<file path="config.mk">
export PLATFORM = sky130hd
export DESIGN_NAME = gbns_cell_mem
export DESIGN_NICKNAME = d
export VERILOG_FILES = /design/src/gbns_pkg.sv /design/src/gbns_cell_mem.sv
export SDC_FILE = /design/constraint.sdc
export NUM_CORES = 2
export LEC_CHECK = 0
export BUFFER_PORTS_ARGS = -buffer_cell sky130_fd_sc_hd__buf_4
export CAP_MARGIN = 10
export CORE_ASPECT_RATIO = 2
export CORE_MARGIN = 2
export CORE_UTILIZATION = 45
export DETAILED_ROUTE_END_ITERATION = 16
export HOLD_SLACK_MARGIN = 0.15
export SYNTH_ARGS = -nofsm -noshare
export SYNTH_HDL_FRONTEND = slang
export SYNTH_SLANG_ARGS = --single-unit
</file>
<file path="constraint.sdc">
create_clock -name clk -period 4.4 [get_ports clk]
set_clock_uncertainty 0.2 [all_clocks]
set_input_delay 0.88 -clock clk [delete_from_list [all_inputs] [get_ports clk]]
set_output_delay 0.88 -clock clk [all_outputs]
set_load 0.005 [all_outputs]
</file>
<file path="src/gbns_pkg.sv">
// ----------------------------------------------------------------------------
// gbns_pkg
// Types, direction codes and state encoding for the grid BFS step finder.
// ----------------------------------------------------------------------------
`default_nettype none

package gbns_pkg;

	// Width of the coordinate fields on the input port.
	localparam int COORD_W = 5;

	// Neighbor direction codes, tried in this order.
	typedef logic [1:0] dir_t;
	localparam dir_t DIR_XP = 2'd0;
	localparam dir_t DIR_XN = 2'd1;
	localparam dir_t DIR_YP = 2'd2;
	localparam dir_t DIR_YN = 2'd3;

	// One cell memory entry.
	typedef struct packed {
		logic wall;
		logic visited;
		dir_t parent;
	} cell_t;

	// Cell memory write command: wall field and search fields write separately.
	typedef struct packed {
		logic  wall_we;
		logic  mark_we;
		cell_t data;
	} cell_wr_t;

	// Sequencer states.
	typedef enum logic [3:0] {
		ST_SWEEP,
		ST_IDLE,
		ST_START,
		ST_FETCH,
		ST_SCAN,
		ST_TRACE_RD,
		ST_TRACE,
		ST_CLEAN,
		ST_FINISH
	} gbns_state_t;

	// Column change of a direction.
	function automatic logic signed [1:0] dir_dx(input dir_t dir);
		logic signed [1:0] v;
		case (dir)
			DIR_XP:  v = 2'sb01;
			DIR_XN:  v = 2'sb11;
			default: v = 2'sb00;
		endcase
		return v;
	endfunction

	// Row change of a direction.
	function automatic logic signed [1:0] dir_dy(input dir_t dir);
		logic signed [1:0] v;
		case (dir)
			DIR_YP:  v = 2'sb01;
			DIR_YN:  v = 2'sb11;
			default: v = 2'sb00;
		endcase
		return v;
	endfunction

endpackage

`default_nettype wire

</file>
<file path="src/gbns_cell_mem.sv">
// ----------------------------------------------------------------------------
// gbns_cell_mem
// Per-cell memory: wall bit, visited bit and parent direction. One write
// port with separate field enables, one read port with registered data.
// ----------------------------------------------------------------------------
`default_nettype none

module gbns_cell_mem #(
	parameter int ADDR_W = 10
) (
	input  wire logic                clk,
	input  wire gbns_pkg::cell_wr_t  wr,
	input  wire logic [ADDR_W-1:0]   wr_addr,
	input  wire logic [ADDR_W-1:0]   rd_addr,
	output gbns_pkg::cell_t          rd_data
);

	localparam int CELLS = 1 << ADDR_W;

	gbns_pkg::cell_t mem_q [CELLS];
	gbns_pkg::cell_t rd_q;

	// Field-masked write, registered read
	always_ff @(posedge clk) begin
		if (wr.wall_we) begin
			mem_q[wr_addr].wall <= wr.data.wall;
		end
		if (wr.mark_we) begin
			mem_q[wr_addr].visited <= wr.data.visited;
			mem_q[wr_addr].parent  <= wr.data.parent;
		end
		rd_q <= mem_q[rd_addr];
	end

	assign rd_data = rd_q;

endmodule

`default_nettype wire

</file>
* Word-level counts from Yosys, hierarchy flattened *
Memory sizes are Yosys's and may differ from the RTL's. A register that Yosys moved wholly into a read port is not among the register bits.
Index checks and enable logic that the tools add are counted.

storage, ports and cells
  bits in registers = 0
  RAM bits = 4096
  bits of input ports = 27
  output and inout bits = 4
  memories kept = 1

operators by class
  multiplexer cells = 4

memory list
  name   words  width  rd ports  clocked after memory_dff  wr ports  line                 source
  mem_q  1024   4      1         1                         1         gbns_cell_mem.sv:20  gbns_pkg::cell_t mem_q [CELLS];

operator list
  cell     number
  $mux W1  4

* Depth between registers and ports, before layout *
  depth in word-level cells = 2
  depth in mapped cells = 15

* Least setup slack after synthesis *
Ideal clock, no wire load.

  path kind = input -> register
  start point = input rd_addr[0]
  end point = register, netlist name rd_data[3]
  library setup time = 129 ps
  arrival = 3067 ps
  required time = 4071 ps
  path slack = 1004 ps
  stages = 10
  path buffers = 4
  cell sequence = buf_6 > buf_8 > buf_6 > buf_2 > mux4_2 > mux4_2 > a22oi_1 > nand2_1 > a22oi_1 > nand4_1

RTL lines
  what                line                 source
  start: declaration  gbns_cell_mem.sv:14  input wire logic [ADDR_W-1:0] rd_addr,

==> parameters.txt <==
Parameter                              Value

Floorplanning
  Floorplan die area    377000 um2
  Die width    approximately 430 um
  Vertical die dimension    866 um
  Starting density of the core    45.2%
  Number of rows created at floorplan    about 320
  Area of the core region    about 370000 um2
  Boundary Pins    31

Finish
  Filler cells    30.1k
  Area growth, synth to finish    12.7%
  Combined area of the multi-input logic cells    40200 um2
  Share of post-route cells with drive strength above 1    between 20% and 30%
  Count of non-filler cells in the finished layout    15.1k
  Nets    about 10k
  Footprint of the flip-flops and latches    123000 um2

Synth
  Mapped Cells    9566
  Number of warnings printed during yosys synthesis    0
  Synth Register Bits    a little over 4k
  Post-synthesis instance area    167000 um2
  Fraction of synthesized cell area taken by the top area cell type    73.6%
  Mean instance size in the synthesized netlist    approximately 17 um2
  Synth top cells by count    4096 x edfxtp_1, 2140 x nor2_1, 884 x mux4_2
  Number of nets in the synthesized netlist    9593
  EDFF count, synth    around 4k
  Synth async-reset ratio    0%
  Most instantiated flip-flop cell in the synthesis netlist    edfxtp_1
  Leading post-synthesis cells by cell area    edfxtp_1 74%, mux4_2 12%, nor2_1 4.8%
  Number of distinct library cell variants in the gate-level netlist after synthesis    between 70 and 80
  Fraction of the yosys area taken by sequential cells    ~74%
  Library cell occupying the most area in the post-synthesis netlist    edfxtp_1
  Count leader, synth    edfxtp_1

Detailed routing
  Number of routed nets with antenna violations    0
  Routed vias/inst    6.25
  Number of DRC violations after detailed-routing iteration 0    between 10k and 15k
  DRT Wirelength    538000 um
  Number of iterations in the first detailed-routing pass    6
  Remaining routing DRC violations    0
  Detailed-route wire length per cell    35.8 um
  Routed via count    94.1k

Global routing
  Met2 track utilization from global routing    50.2%
  Global-route wire length before repair    745000 um
  Met3 demand-to-capacity share in global routing    4.22%
  Busiest layer in global routing    met2
  Initial antenna violation count    30
  Overflow after GRT    0
  Pin count of the biggest net entering global routing    202
  GR Util met1    30.5%
  Via count of the first global-routing pass    97.2k
  GRT Overall Usage    28.2%

Placement
  Routability congestion estimate    0.907
  Placed cells    14.4k
  DP HPWL    348000 um
  Number of port buffers    30
  Worst slack at placement    -0.455 ns

Setup path
  Crit path max-delay family    compound AO/OA/AOI/OAI gates
  Crit-path max cell delay    around 0.99 ns
  Worst setup path category    in2reg
  Worst-path cell chain    buf_16 > buf_12 > buf_12 > buf_12 > mux4_2 > mux4_2 > a21oi_1 > a31oi_1 > buf_4 > nand3_1 > nand4_1
  Top cell by count, worst path    buf_12
  Data arrival time of the worst path    4.55 ns
  Required time at the worst-slack endpoint    5.01 ns
  Critical path startpoint category    input port
  Master of the slowest instance on the critical path    a21oi_1
  Number of buffers and inverters on the critical path    5
  Critical path endpoint category    register
  Worst-path maximum fanout    26

CTS
  Count of instances resized after the clock tree is built    0
  TritonCTS clock tree    yes
  Clock-pin slew on the worst setup and hold paths    0.07 ns
  CTS H-tree lvls    5
  Buffers from clock root to sink, at most    4
  Clock Root Buffer    clkbuf_16
  Post-CTS setup buffer count    0
  Hold Buf Count CTS    2
  Source-to-sink clock delay at the later pin of the worst-skew pair    0.97 ns
  Clock buffer count from CTS    344
  Number of clock sinks seen by CTS    4100

Pwr
  Power, Total    0.0799 W
  Leak pwr    58.0 nW
  Pwr/cell area    around 420 nW/um2
  Max VDD drop    0.332 mV

Flow run
  Max capacitance violation total    0

STA
  Worst slew slack as a fraction of its limit    11.9%
  Unrepaired setup endpoints after global routing    false
  Number of failing hold endpoints at the final stage    0
  Max-slew violations    0
  Fmax    254 MHz
  Pin slew with the least headroom to its limit    1.31 ns
  Total negative slack for setup checks    0 ns
  Setup slack after layout    0.459 ns
  Fraction of the cycle the final worst path needs    89.6%
  Shortest period the worst path allows    3.94 ns
  Setup-violating endpoint count in the final report    0

Hold path
  Path type of the worst min-delay path    in2reg

Run status
  Status    complete, no violations
stage by stage:
stage / hold WS (ns) / utilization, % / instance area (um2)
floorplan: 0.562 / - / 167000
global placement: 0.719 / 47.8 / 177000
detailed placement: 0.716 / 47.8 / 177000
CTS: 0.160 / 50.9 / 188000
global route: 0.227 / 50.9 / 188000
finish: 0.206 / 50.9 / 188000
logic make-up after synthesis:
| logic type | share of synthesized area (%) |
|---|---|
| DFF | 73.7 |
| and+or+nand+nor | 6.25 |
| muxes | 14.5 |
| buffers and inverters | 2.59 |
| AOI/OAI and AO/OA | 2.96 |
area by class of cell:
class	count	area share (%)
clock buffer	405	4.83
sequential	4100	65.3
multi-input combinational	4652	21.4
antenna	25	0.0332
clock inverter	211	1.30
tap	4929	3.27
inverter	6	0.0186
timing repair buffer	723	3.86
worst paths after layout:
check | slack [ns] | from | cells after the start | end
setup / recovery | 0.46 | rd_addr[0] | 11 | rd_data[0]$_DFF_P_
hold / removal | 0.21 | wr[0] | 1 | mem_q[340][0]$_DFFE_PP_
setup reg to reg | 0.96 | mem_q[551][0]$_DFFE_PP_ | 7 | rd_data[0]$_DFF_P_
hold reg to reg | 0.74 | mem_q[761][2]$_DFFE_PP_ | 4 | rd_data[2]$_DFF_P_
cell usage in the layout, fill, tap and decap left out, types with 54 or more instances in the layout:
master and n:
edfxtp_1 4096, nor2_1 2133, mux4_2 884, buf_4 570, mux2i_1 408, clkbuf_16 356
nand2_1 145, buf_12 141, a21oi_1 127, o221ai_1 115, o22ai_1 100, a22oi_1 92
o21ai_0 87, nor3_1 81, clkinv_1 73, nand3_1 68, bufinv_16 54
where the power goes:
| group | switching, W | internal (W) |
|---|---|---|
| registers | 0.0000425 | 0.0429 |
| clock network | 0.0142 | 0.0180 |
| logic | 0.00312 | 0.00159 |
| total | 0.0174 | 0.0625 |
worst register-to-register path: stages, from the launching register on:
cell and delay, ns:
edfxtp_1 0.38, mux4_2 0.51, mux4_2 0.56, a21oi_1 1.00, a31oi_1 0.18, buf_4 0.22
nand3_1 0.14, nand4_1 0.14
flip-flops by register name (all words and copies together) (netlist names):
name     cells
rd_data      4
mem_q     4096
routing by layer:
layer | up-vias | wire length (um) | part of all wire (%)
li1 | 37900 | - | -
met1 | 49800 | 172000 | 32
met2 | 4899 | 280000 | 52
met3 | 1428 | 40000 | 7.4
met4 | 6 | 47000 | 8.7
met5 | - | 41 | 0.0076
Note: power is estimated with default switching activity, not from simulation.
